--- src/random_rare_event_trigger_core_macros.svh ---
// Assertion helpers shared by the trigger core.
// Each one samples on clk and is disabled while rst_n is low.
`ifndef RANDOM_RARE_EVENT_TRIGGER_CORE_MACROS_SVH
`define RANDOM_RARE_EVENT_TRIGGER_CORE_MACROS_SVH

// The consequent must hold in the same cycle as the antecedent.
`define RRET_ASSERT_IMP(lbl, ante, cons, msg) \
  lbl: assert property (@(posedge clk) disable iff (!rst_n) (ante) |-> (cons)) \
    else $error(msg);

// The consequent must hold in the cycle after the antecedent.
`define RRET_ASSERT_NXT(lbl, ante, cons, msg) \
  lbl: assert property (@(posedge clk) disable iff (!rst_n) (ante) |=> (cons)) \
    else $error(msg);

`endif

--- src/rret_pkg.sv ---
`timescale 1ns / 1ps
package rret_pkg;

  localparam int CHANNELS   = 3;
  localparam int CFG_IDX_W  = 3;
  localparam int CFG_DATA_W = 40;
  localparam int RATE_W     = 40;

  // Opcodes of an input item
  localparam logic [1:0] OP_FIRST   = 2'd0;
  localparam logic [1:0] OP_SECOND  = 2'd1;
  localparam logic [1:0] OP_THIRD   = 2'd2;
  localparam logic [1:0] OP_RESTART = 2'd3;

  // Configuration register indexes
  localparam logic [CFG_IDX_W-1:0] REG_RESTART_SEED = 3'd0;
  localparam logic [CFG_IDX_W-1:0] REG_FIRST_RATE   = 3'd1;
  localparam logic [CFG_IDX_W-1:0] REG_SECOND_RATE  = 3'd2;
  localparam logic [CFG_IDX_W-1:0] REG_THIRD_RATE   = 3'd3;
  localparam logic [CFG_IDX_W-1:0] REG_MIN_GAP_MS   = 3'd4;

  // Generator constants
  localparam logic [31:0] SEED_DEFAULT = 32'h9E37_79B9;
  localparam int XS_SHIFT_A = 13;
  localparam int XS_SHIFT_B = 17;
  localparam int XS_SHIFT_C = 5;
  localparam int ROLL_DROP  = 8;
  localparam int ROLL_SCALE = 24;

  typedef struct packed {
    logic [1:0]  opcode;
    logic [15:0] elapsed_ms;
    logic        condition;
    logic [47:0] time_now_ms;
  } item_t;

  typedef struct packed {
    logic        fired;
    logic [15:0] event_count;
  } res_t;

  typedef struct packed {
    logic [31:0]       restart_seed;
    logic [RATE_W-1:0] first_rate;
    logic [RATE_W-1:0] second_rate;
    logic [RATE_W-1:0] third_rate;
    logic [31:0]       min_gap_ms;
  } cfg_t;

  typedef struct packed {
    logic [31:0]                rng_word;
    logic [47:0]                last_fire_time;
    logic                       has_fired_before;
    logic                       prev_cond_second;
    logic                       armed_second;
    logic                       prev_cond_third;
    logic                       armed_third;
    logic [CHANNELS-1:0][15:0]  fire_counts;
  } state_t;

endpackage

--- src/rret_ifs.sv ---
`timescale 1ns / 1ps
// Tick channel into the core
interface rret_in_if;
  logic        valid;
  logic        ready;
  logic [1:0]  opcode;
  logic [15:0] elapsed_ms;
  logic        condition;
  logic [47:0] time_now_ms;

  modport source (output valid, opcode, elapsed_ms, condition, time_now_ms, input ready);
  modport sink   (input valid, opcode, elapsed_ms, condition, time_now_ms, output ready);
endinterface

// Result channel out of the core
interface rret_out_if;
  logic        valid;
  logic        ready;
  logic        fired;
  logic [15:0] event_count;

  modport source (output valid, fired, event_count, input ready);
  modport sink   (input valid, fired, event_count, output ready);
endinterface

--- src/random_rare_event_trigger_core.sv ---
// Random rare-event trigger for three channels sharing one xorshift32 generator.
// in_ch carries ticks: opcode 0..2 ticks that channel, opcode 3 restarts
// (reseed from the seed register, clear all channel state). Each accepted item
// gives exactly one result on out_ch: fired and the channel's 16-bit firing count.
// Configuration is written through cfg_we / cfg_idx / cfg_data, one register
// per cycle; the user must keep such writes to times when the block is idle,
// as the block itself does not enforce it. A new seed takes effect at restart.
// An accepted item is registered in the input register, evaluated, and its
// result loaded into the output register once that frees, raising out_ch.valid.
// Throughput is one item per cycle while the receiver takes results: the
// generator step, the 16x40 roll multiply and the compares sit in one stage
// between the two registers, and the channel state updates in that same cycle.
// When the receiver stalls, the output register holds its result and the
// input register holds one more item; in_ch.ready drops only when both are
// full. Reset (rst_n low, synchronous) empties both stages, loads the
// default seed and rates of zero, and clears all channel state.
`timescale 1ns / 1ps
`include "random_rare_event_trigger_core_macros.svh"
module random_rare_event_trigger_core import rret_pkg::*; (
  input  logic                  clk,
  input  logic                  rst_n,
  rret_in_if.sink               in_ch,
  rret_out_if.source            out_ch,
  input  logic                  cfg_we,
  input  logic [CFG_IDX_W-1:0]  cfg_idx,
  input  logic [CFG_DATA_W-1:0] cfg_data
);

  cfg_t   cfg_r;
  state_t st_r;
  state_t st_nxt;
  state_t st_rst;
  item_t  s1_item_r;
  logic   s1_v_r;
  res_t   out_res_r;
  logic   out_v_r;
  res_t   res;
  logic   adv;
  logic   load;
  logic   in_xfer;

  // Handshake: the result register frees when empty or taken
  assign adv          = !out_v_r || out_ch.ready;
  assign in_ch.ready  = !s1_v_r || adv;
  assign in_xfer      = in_ch.valid && in_ch.ready;
  assign load         = s1_v_r && adv;
  assign out_ch.valid = out_v_r;
  assign out_ch.fired       = out_res_r.fired;
  assign out_ch.event_count = out_res_r.event_count;

  rret_eval u_eval (
    .item   (s1_item_r),
    .st     (st_r),
    .cfg    (cfg_r),
    .st_nxt (st_nxt),
    .res    (res)
  );

  // Reset value of the channel state: default seed, all else clear
  always_comb begin
    st_rst          = '0;
    st_rst.rng_word = SEED_DEFAULT;
  end

  // Configuration registers; indexes beyond the list are dropped
  always_ff @(posedge clk) begin
    if (!rst_n) begin
      cfg_r.restart_seed <= SEED_DEFAULT;
      cfg_r.first_rate   <= '0;
      cfg_r.second_rate  <= '0;
      cfg_r.third_rate   <= '0;
      cfg_r.min_gap_ms   <= '0;
    end else if (cfg_we) begin
      unique case (cfg_idx)
        REG_RESTART_SEED: cfg_r.restart_seed <= cfg_data[31:0];
        REG_FIRST_RATE:   cfg_r.first_rate   <= cfg_data[RATE_W-1:0];
        REG_SECOND_RATE:  cfg_r.second_rate  <= cfg_data[RATE_W-1:0];
        REG_THIRD_RATE:   cfg_r.third_rate   <= cfg_data[RATE_W-1:0];
        REG_MIN_GAP_MS:   cfg_r.min_gap_ms   <= cfg_data[31:0];
        default: ;
      endcase
    end
  end

  // Stage valids and channel state
  always_ff @(posedge clk) begin
    if (!rst_n) begin
      s1_v_r  <= 1'b0;
      out_v_r <= 1'b0;
      st_r    <= st_rst;
    end else begin
      if (in_ch.ready) begin
        s1_v_r <= in_ch.valid;
      end
      if (adv) begin
        out_v_r <= s1_v_r;
      end
      if (load) begin
        st_r <= st_nxt;
      end
    end
  end

  // Payload registers: capture on transfer, hold under stall
  always_ff @(posedge clk) begin
    if (in_xfer) begin
      s1_item_r.opcode      <= in_ch.opcode;
      s1_item_r.elapsed_ms  <= in_ch.elapsed_ms;
      s1_item_r.condition   <= in_ch.condition;
      s1_item_r.time_now_ms <= in_ch.time_now_ms;
    end
    if (load) begin
      out_res_r <= res;
    end
  end

  `RRET_ASSERT_IMP(a_ready_when_empty, !out_v_r, in_ch.ready, "input stalled with empty output")
  `RRET_ASSERT_IMP(a_rng_nonzero, 1'b1, st_r.rng_word != '0, "generator word reached zero")
  `RRET_ASSERT_NXT(a_restart_clears, load && (s1_item_r.opcode == OP_RESTART),
    !out_res_r.fired && (out_res_r.event_count == '0) && !st_r.armed_second,
    "restart left state or result nonzero")
  `RRET_ASSERT_NXT(a_first_fire_time, load && res.fired && (s1_item_r.opcode == OP_FIRST),
    st_r.has_fired_before && (st_r.last_fire_time == $past(s1_item_r.time_now_ms)),
    "first channel firing did not record its time")
  `RRET_ASSERT_NXT(a_second_disarm, load && res.fired && (s1_item_r.opcode == OP_SECOND),
    !st_r.armed_second, "second channel stayed armed after firing")

endmodule

--- src/rret_eval.sv ---
`timescale 1ns / 1ps
module rret_eval import rret_pkg::*; (
  input  item_t  item,
  input  state_t st,
  input  cfg_t   cfg,
  output state_t st_nxt,
  output res_t   res
);

  typedef struct packed {
    logic prev;
    logic armed;
    logic roll;
  } sess_t;

  // Session channel: re-arm on a low condition or a fresh rise, roll while armed
  function automatic sess_t session_step(input logic cond, input logic prev,
                                         input logic armed);
    sess_t s;
    s.prev  = cond;
    s.armed = !cond || armed || !prev;
    s.roll  = cond && (armed || !prev);
    return s;
  endfunction

  logic [31:0]       xs_a;
  logic [31:0]       xs_b;
  logic [31:0]       xs_c;
  logic [RATE_W-1:0] rate;
  logic [55:0]       prod;
  logic [47:0]       lhs;
  logic              success;
  logic [47:0]       gap;
  logic              blocked;
  logic              rolled;
  logic              fired;
  sess_t             sess;

  // Next generator word
  assign xs_a = st.rng_word ^ (st.rng_word << XS_SHIFT_A);
  assign xs_b = xs_a ^ (xs_a >> XS_SHIFT_B);
  assign xs_c = xs_b ^ (xs_b << XS_SHIFT_C);

  // Pick the rate of the ticked channel
  always_comb begin
    unique case (item.opcode)
      OP_FIRST:   rate = cfg.first_rate;
      OP_SECOND:  rate = cfg.second_rate;
      OP_THIRD:   rate = cfg.third_rate;
      default:    rate = '0;
    endcase
  end

  // Poisson roll: top 24 random bits scaled by 2^24 against elapsed times rate
  assign prod    = item.elapsed_ms * rate;
  assign lhs     = {xs_c[31:ROLL_DROP], {ROLL_SCALE{1'b0}}};
  assign success = {8'b0, lhs} < prod;

  // Minimum interval check for the first channel, modulo 2^48
  assign gap     = item.time_now_ms - st.last_fire_time;
  assign blocked = st.has_fired_before && (gap < {16'b0, cfg.min_gap_ms});

  always_comb begin
    st_nxt = st;
    rolled = 1'b0;
    fired  = 1'b0;
    sess   = '0;
    res    = '0;
    unique case (item.opcode)
      OP_FIRST: begin
        rolled = item.condition && !blocked;
        if (rolled && success) begin
          fired                  = 1'b1;
          st_nxt.last_fire_time   = item.time_now_ms;
          st_nxt.has_fired_before = 1'b1;
        end
      end
      OP_SECOND: begin
        sess   = session_step(item.condition, st.prev_cond_second, st.armed_second);
        rolled = sess.roll;
        fired  = sess.roll && success;
        st_nxt.prev_cond_second = sess.prev;
        st_nxt.armed_second     = sess.armed && !fired;
      end
      OP_THIRD: begin
        sess   = session_step(item.condition, st.prev_cond_third, st.armed_third);
        rolled = sess.roll;
        fired  = sess.roll && success;
        st_nxt.prev_cond_third = sess.prev;
        st_nxt.armed_third     = sess.armed && !fired;
      end
      default: begin
        // Restart: reseed and clear everything else
        st_nxt          = '0;
        st_nxt.rng_word = (cfg.restart_seed != '0) ? cfg.restart_seed : SEED_DEFAULT;
      end
    endcase

    // Advance the generator only when a roll was made
    if (rolled) begin
      st_nxt.rng_word = xs_c;
    end

    // Bump and report the ticked channel's counter
    if (item.opcode != OP_RESTART) begin
      if (fired) begin
        st_nxt.fire_counts[item.opcode] = st.fire_counts[item.opcode] + 16'd1;
      end
      res.fired       = fired;
      res.event_count = st_nxt.fire_counts[item.opcode];
    end
  end

endmodule

--- src/flat_wrapper.sv ---
// flat-port wrapper written by rule: the top's interface ports become plain ports
module random_rare_event_trigger_core_flat import rret_pkg::*;
  (clk, rst_n, cfg_we, cfg_idx, cfg_data, in_ch_valid, in_ch_opcode, in_ch_elapsed_ms, in_ch_condition, in_ch_time_now_ms, in_ch_ready, out_ch_valid, out_ch_fired, out_ch_event_count, out_ch_ready);
  rret_in_if in_ch_i ();
  rret_out_if out_ch_i ();
  input  logic clk;
  input  logic rst_n;
  input  logic cfg_we;
  input  logic [CFG_IDX_W-1:0] cfg_idx;
  input  logic [CFG_DATA_W-1:0] cfg_data;
  input wire logic [$bits(in_ch_i.valid)-1:0] in_ch_valid;
  input wire logic [$bits(in_ch_i.opcode)-1:0] in_ch_opcode;
  input wire logic [$bits(in_ch_i.elapsed_ms)-1:0] in_ch_elapsed_ms;
  input wire logic [$bits(in_ch_i.condition)-1:0] in_ch_condition;
  input wire logic [$bits(in_ch_i.time_now_ms)-1:0] in_ch_time_now_ms;
  output wire logic [$bits(in_ch_i.ready)-1:0] in_ch_ready;
  output wire logic [$bits(out_ch_i.valid)-1:0] out_ch_valid;
  output wire logic [$bits(out_ch_i.fired)-1:0] out_ch_fired;
  output wire logic [$bits(out_ch_i.event_count)-1:0] out_ch_event_count;
  input wire logic [$bits(out_ch_i.ready)-1:0] out_ch_ready;
  assign in_ch_i.valid = in_ch_valid;
  assign in_ch_i.opcode = in_ch_opcode;
  assign in_ch_i.elapsed_ms = in_ch_elapsed_ms;
  assign in_ch_i.condition = in_ch_condition;
  assign in_ch_i.time_now_ms = in_ch_time_now_ms;
  assign in_ch_ready = in_ch_i.ready;
  assign out_ch_valid = out_ch_i.valid;
  assign out_ch_fired = out_ch_i.fired;
  assign out_ch_event_count = out_ch_i.event_count;
  assign out_ch_i.ready = out_ch_ready;
  random_rare_event_trigger_core u_core (.clk(clk), .rst_n(rst_n), .in_ch(in_ch_i), .out_ch(out_ch_i), .cfg_we(cfg_we), .cfg_idx(cfg_idx), .cfg_data(cfg_data));
endmodule
--- config.mk ---
export PLATFORM = sky130hd
export DESIGN_NAME = random_rare_event_trigger_core_flat
export DESIGN_NICKNAME = d
export VERILOG_FILES = /design/src/rret_pkg.sv /design/src/rret_ifs.sv /design/src/random_rare_event_trigger_core.sv /design/src/rret_eval.sv /design/src/flat_wrapper.sv
export VERILOG_INCLUDE_DIRS = /design/src /design/src/src
export SDC_FILE = /design/constraint.sdc
export NUM_CORES = 2
export LEC_CHECK = 0
export BUFFER_PORTS_ARGS = -buffer_cell sky130_fd_sc_hd__buf_2
export CORE_MARGIN = 2
export CORE_UTILIZATION = 47
export CTS_CLUSTER_DIAMETER = 50
export DETAILED_ROUTE_END_ITERATION = 8
export MAX_ROUTING_LAYER = met4
export PLACE_DENSITY_LB_ADDON = 0.05
export SYNTH_ARGS = -nofsm -noshare
export SYNTH_HDL_FRONTEND = slang
export SYNTH_SLANG_ARGS = --single-unit
--- constraint.sdc ---
create_clock -name clk -period 14.9 [get_ports clk]
set_clock_uncertainty 0.15 [all_clocks]
set_input_delay 2.235 -clock clk [delete_from_list [all_inputs] [get_ports clk]]
set_output_delay 2.235 -clock clk [all_outputs]
set_load 0.005 [all_outputs]
Word level (Yosys, flattened, before mapping)
Index checks and enable logic that the tools add are counted.

storage, ports and cells
  register bits = 403
  bits of input ports = 115
  output and inout port bits = 19
  word-level logic and storage cells = 111

operators by class
  $add $sub $neg = 2
  multipliers = 1
  magnitude comparators = 4
  equality and inequality tests = 9
  mux-type cells = 22
  bitwise operators = 6
  reductions and logical operators = 44

operators with widths
  kind                                                             number
  48-bit two-way mux                                               4
  40-bit one-hot mux with 3 select lines                           1
  49-bit one-hot mux with 2 select lines                           1
  32-bit two-way mux                                               3
  16-bit binary-select mux with 2-bit select                       2
  32-bit bitwise XOR                                               2
  48-bit by 56-bit < comparator with 1-bit output                  1
  16-bit by 40-bit multiplier with 56-bit output                   1
  49-bit two-way mux                                               1
  48-bit bitwise mux                                               1
  48-bit by 32-bit < comparator with 1-bit output                  1
  16-bit two-way mux                                               3
  48-bit subtractor                                                1
  16-bit demux with 2-bit select                                   1
  32-bit nonzero test                                              1
  32-bit by 15-bit bitwise XOR with 32-bit output                  1
  16-bit by 1-bit adder with 16-bit output, second input constant  1
  2-bit AND reduction                                              8
  1-bit logical AND                                                12
  1-bit logical NOT                                                8
  1-bit logical OR                                                 8
  2-bit one-hot mux with 2 select lines                            2
  3-bit by 2-bit == test with 1-bit output, second input constant  2
  1-bit one-hot mux with 3 select lines                            2
  15 further kinds                                                 20

Depth between registers and ports, before layout
  depth after elaboration = 12
  depth in mapped cells = 55
  gate-level depth less buffers = 43

Cells and area by module
A second synthesis with hierarchy kept.

second synthesis, totals
  cells, all modules = 5192
  area, all modules = 43819.5 sq um

modules (own cells, without submodules)
  module                          times used  cells an instance  area each (sq um)  sequential area each (sq um)
  rret_eval                       1           3835               29823.6            0.0
  random_rare_event_trigger_core  1           1357               13995.9            8908.5

Least setup slack after synthesis
Ideal clock, no wire load.

  path type = reg2reg
  start point = register u_core.s1_item_r[65] in the netlist's numbering
  end point = register u_core.out_res_r (netlist bit u_core.out_ch.event_count[2]), data pin
  library setup time = 0.261 ns
  arrival = 11.207 ns
  data required time = 14.489 ns
  setup slack = 3.282 ns
  cell stages (with the launch flop) = 50
  path buffers = 9
  period minus slack after synthesis = 11.618 ns
  cell sequence = edfxtp_1 -> clkbuf_1 -> clkbuf_1 -> buf_4 -> inv_1 -> buf_4 -> clkbuf_1 -> ha_1 -> buf_4 -> clkbuf_1 -> a222oi_1 -> nor2_1 -> clkbuf_1 -> nand2_1 -> fa_1 -> fa_1 -> inv_1 -> fa_1 -> [14 not listed] -> o21ai_0 -> a21oi_1 -> nand2b_1 -> nor2b_1 -> xor2_1 -> ha_1 -> nand4_1 -> nor2_1 -> nand4_1 -> or4_1 -> nor4_1 -> nand4_1 -> or4_1 -> a211oi_4 -> a21o_4 -> nor3_2 -> a221o_1 -> o32a_1

between the ends
  word-level cells in the longest chain between the ends = 11
  elaborated cells on any way between the ends = 27
  classes of those cells = add/sub (1); mul (1); order compare (3); eq/ne (3); mux (13); reduce/logical (6)

RTL lines
  element                                          line                                   text
  start, declared                                  random_rare_event_trigger_core.sv:33   item_t s1_item_r;
  2-bit == test (tied with other cells)            rret_eval.sv:46, rret_eval.sv:69
  40-bit one-hot mux with 3 select lines           rret_eval.sv:46                        unique case (item.opcode)
  16-bit by 40-bit multiplier with 56-bit output   rret_eval.sv:55                        assign prod = item.elapsed_ms * rate;
  48-bit by 56-bit < comparator with 1-bit output  rret_eval.sv:57                        assign success = {8'b0, lhs} < prod;
  1-bit logical AND                                rret_eval.sv:72                        if (rolled && success) begin
  1-bit two-way mux                                rret_eval.sv:72
  1-bit one-hot mux with 3 select lines            rret_eval.sv:69                        unique case (item.opcode)
  48-bit two-way mux                               rret_eval.sv:106                       if (fired) begin
  48-bit two-way mux                               rret_eval.sv:105                       if (item.opcode != OP_RESTART) begin
  16-bit binary-select mux with 2-bit select       rret_eval.sv:110                       res.event_count = st_nxt.fire_counts[item.opcode];
  16-bit two-way mux (not written as such)         rret_eval.sv:110
  end signal, assigned                             random_rare_event_trigger_core.sv:113  out_res_r <= res;
  end, declared                                    random_rare_event_trigger_core.sv:35   res_t out_res_r;

Several ways; a longest one is shown, not always the timed one. The select of a mux whose other input is x is not followed.
A chain may end at the register's enable or synchronous reset.

Final worst setup path
  start point = register u_core.s1_item_r[65] in the netlist's numbering
  end point = register u_core.out_res_r (netlist bit u_core.out_ch.event_count[0]), data pin

The elaborated chain is that of the path after synthesis.

==> reports/qor.csv <==
stage,metric,value,unit
floorplanning,dieArea,93760,sq um
drt,drt-initial-drc-count,2954,
drt,firstDrtPassIters,6,
clock_network,htree_num_levels,2,
grt,grt_overflow_total,0,
yosys,synth.area.top_cells,"fa_1, dfxtp_1, nand2_1",
floorplanning,initial_core_util,47.54,%
clock_network,cts_resized,0,
run_status,status,"finished, final reports clean",
yosys,ys.flop_type,dfxtp_1,
critical_path,path_class,flip-flop to flip-flop,
clock_network,post_cts_buffers,0,
drt,drc,0,
critical_path,reg2reg_depth,36,
grt,grt_pass1_vias,37140,
yosys,synth_top_area_cell,fa_1,
critical_path,critical-path-max-stage-delay,1.11,ns
pwr,p_switching,0.001112,W
finish,final_cells,6378,
finish,fin_util,51.38,%
yosys,synth_seq_cells,403,
yosys,yosysTopAreaCellShare,24.77,%
min_path,hp-class,flip-flop to flip-flop,
grt,grt_usage,30.33,%
finish,fin_area,46390,sq um
critical_path,cp.required,15.21,ns
clock_network,clockRootBuffer,clkbuf_16,
sta,worst_pin_slew,1.441,ns
grt,grt_pass1_wl,217000,um
floorplanning,io_pins,134,
grt,grt_antenna_before_repair,13,
grt,grt_start_max_net_pins,95,
pwr,leakagePower,19.15,nW
pwr,p_clk_share,42.6,%
clock_network,clock_latency,0.67,ns
sta,drv_slew,0,
yosys,syn_nets,6086,
pwr,switching_share,32.95,%
clock_network,ctsHoldBuffers,0,
drt,vias,36680,
flow_run,cap_violations,0,
critical_path,start_kind,flip-flop,
critical_path,crit_fanout,42,
sta,min_period_over_period,89.28,%
sta,rsz0062_at_grt,no,
sta,hold_violations,0,
clock_network,path_clk_slew,0.06,ns
floorplanning,die_w,306.2,um
critical_path,cpMostUsedCell,fa_1,
finish,syn2layout_area_growth,8.066,%
clock_network,cts_tree,built,
pwr,p_per_area,72.78,nW/um^2
yosys,synth-async-reset-ratio,0,%
drt,vias_per_cell,5.751,
sta,maxSlewHeadroom,3.557,%
critical_path,crit_slowest_cell,nor2_1,
place,io_buffer_count,133,
place,hpwl,102200,um
yosys,synth.distinct_cells,95,
yosys,avgSynthCellArea,8.247,sq um
sta,setup_tns,0,ns
clock_network,cts.path.max_buffers,3,
place,dp.cells,6257,
floorplanning,num_rows,110,
sta,fmax,0.07517,GHz
drt,totalWireLength,137200,um
drt,routedWlPerCell,21.52,um
place,place_area,44320,sq um
floorplanning,core,90290,sq um
yosys,synth_area,42920,sq um
floorplanning,die_y,306.2,um
pwr,power_frac_comb,22.6,%
place,globalplace.congestion,0.9991,
finish,num-fill-cells,8789,
finish,drive_above_1_share,7.170,%
pwr,ir_drop,89.29,uV
yosys,synth_warnings,0,
pwr,p_int,0.002264,W
critical_path,cp-end-kind,flip-flop,
clock_network,cts.sinks,403,
sta,finalSetupViolCount,0,
sta,fin_crit,13.30,ns
finish,nets,6021,
pwr,p_total,0.003376,W
pwr,seqPwrFrac,34.8,%
critical_path,arrival,13.61,ns
clock_network,cts_buffers,57,
min_path,hold_depth,2,
yosys,synthCells,5205,
yosys,synth_enable_flop_cells,84,
drt,ant_nets,0,
yosys,yosysSeqAreaShare,20.75,%
[area by class of cell]
cell class | count | area [sq um] | share of cell area, %
sequential | 403 | 8909 | 19.21
clock inverter | 36 | 440.4 | 0.9495
multi-input combinational | 3746 | 29930 | 64.52
antenna | 14 | 35.03 | 0.07553
tap | 1176 | 1471 | 3.172
timing repair buffer | 223 | 1341 | 2.892
inverter | 709 | 2669 | 5.754
clock buffer | 71 | 1592 | 3.431
[final timing paths]
kind                             start                           end  slack (ns)
setup reg to reg  u_core.s1_item_r[65]  u_core.out_ch.event_count[0]        1.60
hold / removal        u_core.cfg_r[49]              u_core.cfg_r[49]        0.30
hold reg to reg       u_core.cfg_r[49]              u_core.cfg_r[49]        0.30
setup / recovery  u_core.s1_item_r[65]  u_core.out_ch.event_count[0]        1.60
[synthesized netlist by cell type, drive strengths merged, types with 41 or more instances]
master and number:
nand2 952, inv 708, fa 531, a21oi 426, dfxtp 319, clkbuf 273, ha 235, and2 227
o21ai 210, nor2 157, nand3 130, nand4 126, xnor2 103, edfxtp 84, buf 71, xor2 54
a21o 42, a222oi 41
[per-layer routing]
layer	track usage, %	part of all wire [%]	routed length, um
met5	-	0	0
met4	7.387	2.4	3353
met3	4.597	6.4	8829
met2	48.92	47	64970
met1	40.23	44	60070
[per-stage QoR]
step | hold WS, ns | setup slack, ns
after floorplan | 0.2857 | 3.282
after detailed placement | 0.2965 | 1.796
final | 0.3034 | 1.597
after global routing | 0.3207 | 0.9154
after CTS | 0.3045 | 1.793
after global placement | 0.2918 | 2.074
[critical path: cells and delay by family, from the launching register on]
kind	cells	cell delay, ns
AOI/OAI and AO/OA	13	4.49
xor gates and xnor gates	1	0.10
adders and majority gates	9	4.34
buffers and inverters	4	0.57
DFF	1	0.39
and+or+nand+nor	9	3.02
[cells in the final DEF, fill, tap and decap left out, types with 24 or more instances in the layout]
| cell | count |
|---|---|
| a222oi_1 | 41 |
| a21oi_1 | 422 |
| mux2i_1 | 32 |
| nand3_1 | 130 |
| edfxtp_1 | 84 |
| buf_2 | 133 |
| buf_4 | 90 |
| nand4_1 | 126 |
| and2_1 | 225 |
| nor2b_1 | 30 |
| a31oi_1 | 24 |
| dfxtp_1 | 319 |
| nor2_1 | 152 |
| clkbuf_16 | 59 |
| nor4_1 | 25 |
| o22ai_1 | 30 |
| fa_1 | 531 |
| inv_1 | 706 |
| ha_1 | 231 |
| xor2_1 | 54 |
| o211ai_1 | 39 |
| o21ai_0 | 200 |
| a21o_1 | 41 |
| nand2_1 | 952 |
| nor3_1 | 37 |
| xnor2_1 | 103 |
[state kept, by name, summed over array words and instances, names as in the netlist]
register	flops
u_core.st_r	133
u_core.out_ch.valid	1
u_core.out_ch.fired	1
u_core.s1_v_r	1
u_core.cfg_r	184
u_core.s1_item_r	67
u_core.out_ch.event_count	16
[power groups by stage]
stage          registers (W)  clock network, W  logic (W)
3_5_place_dp         0.00120                 0   0.000752
5_1_grt              0.00118           0.00151   0.000842
4_1_cts              0.00117           0.00146   0.000759
3_3_place_gp         0.00120                 0   0.000756
2_1_floorplan        0.00119                 0   0.000521
6_report             0.00117           0.00144   0.000763
[cells by family after synthesis]
| logic type | after synthesis | share of synthesized area [%] |
|---|---|---|
| flops | 403 | 20.75 |
| xor+xnor | 157 | 3.204 |
| mux | 37 | 0.8774 |
| buf+inv | 1056 | 9.628 |
| simple gates | 1770 | 19.08 |
| fa+ha+maj | 766 | 31.62 |
| compound gates | 1016 | 14.84 |
Note: power is estimated with default switching activity, not from simulation.
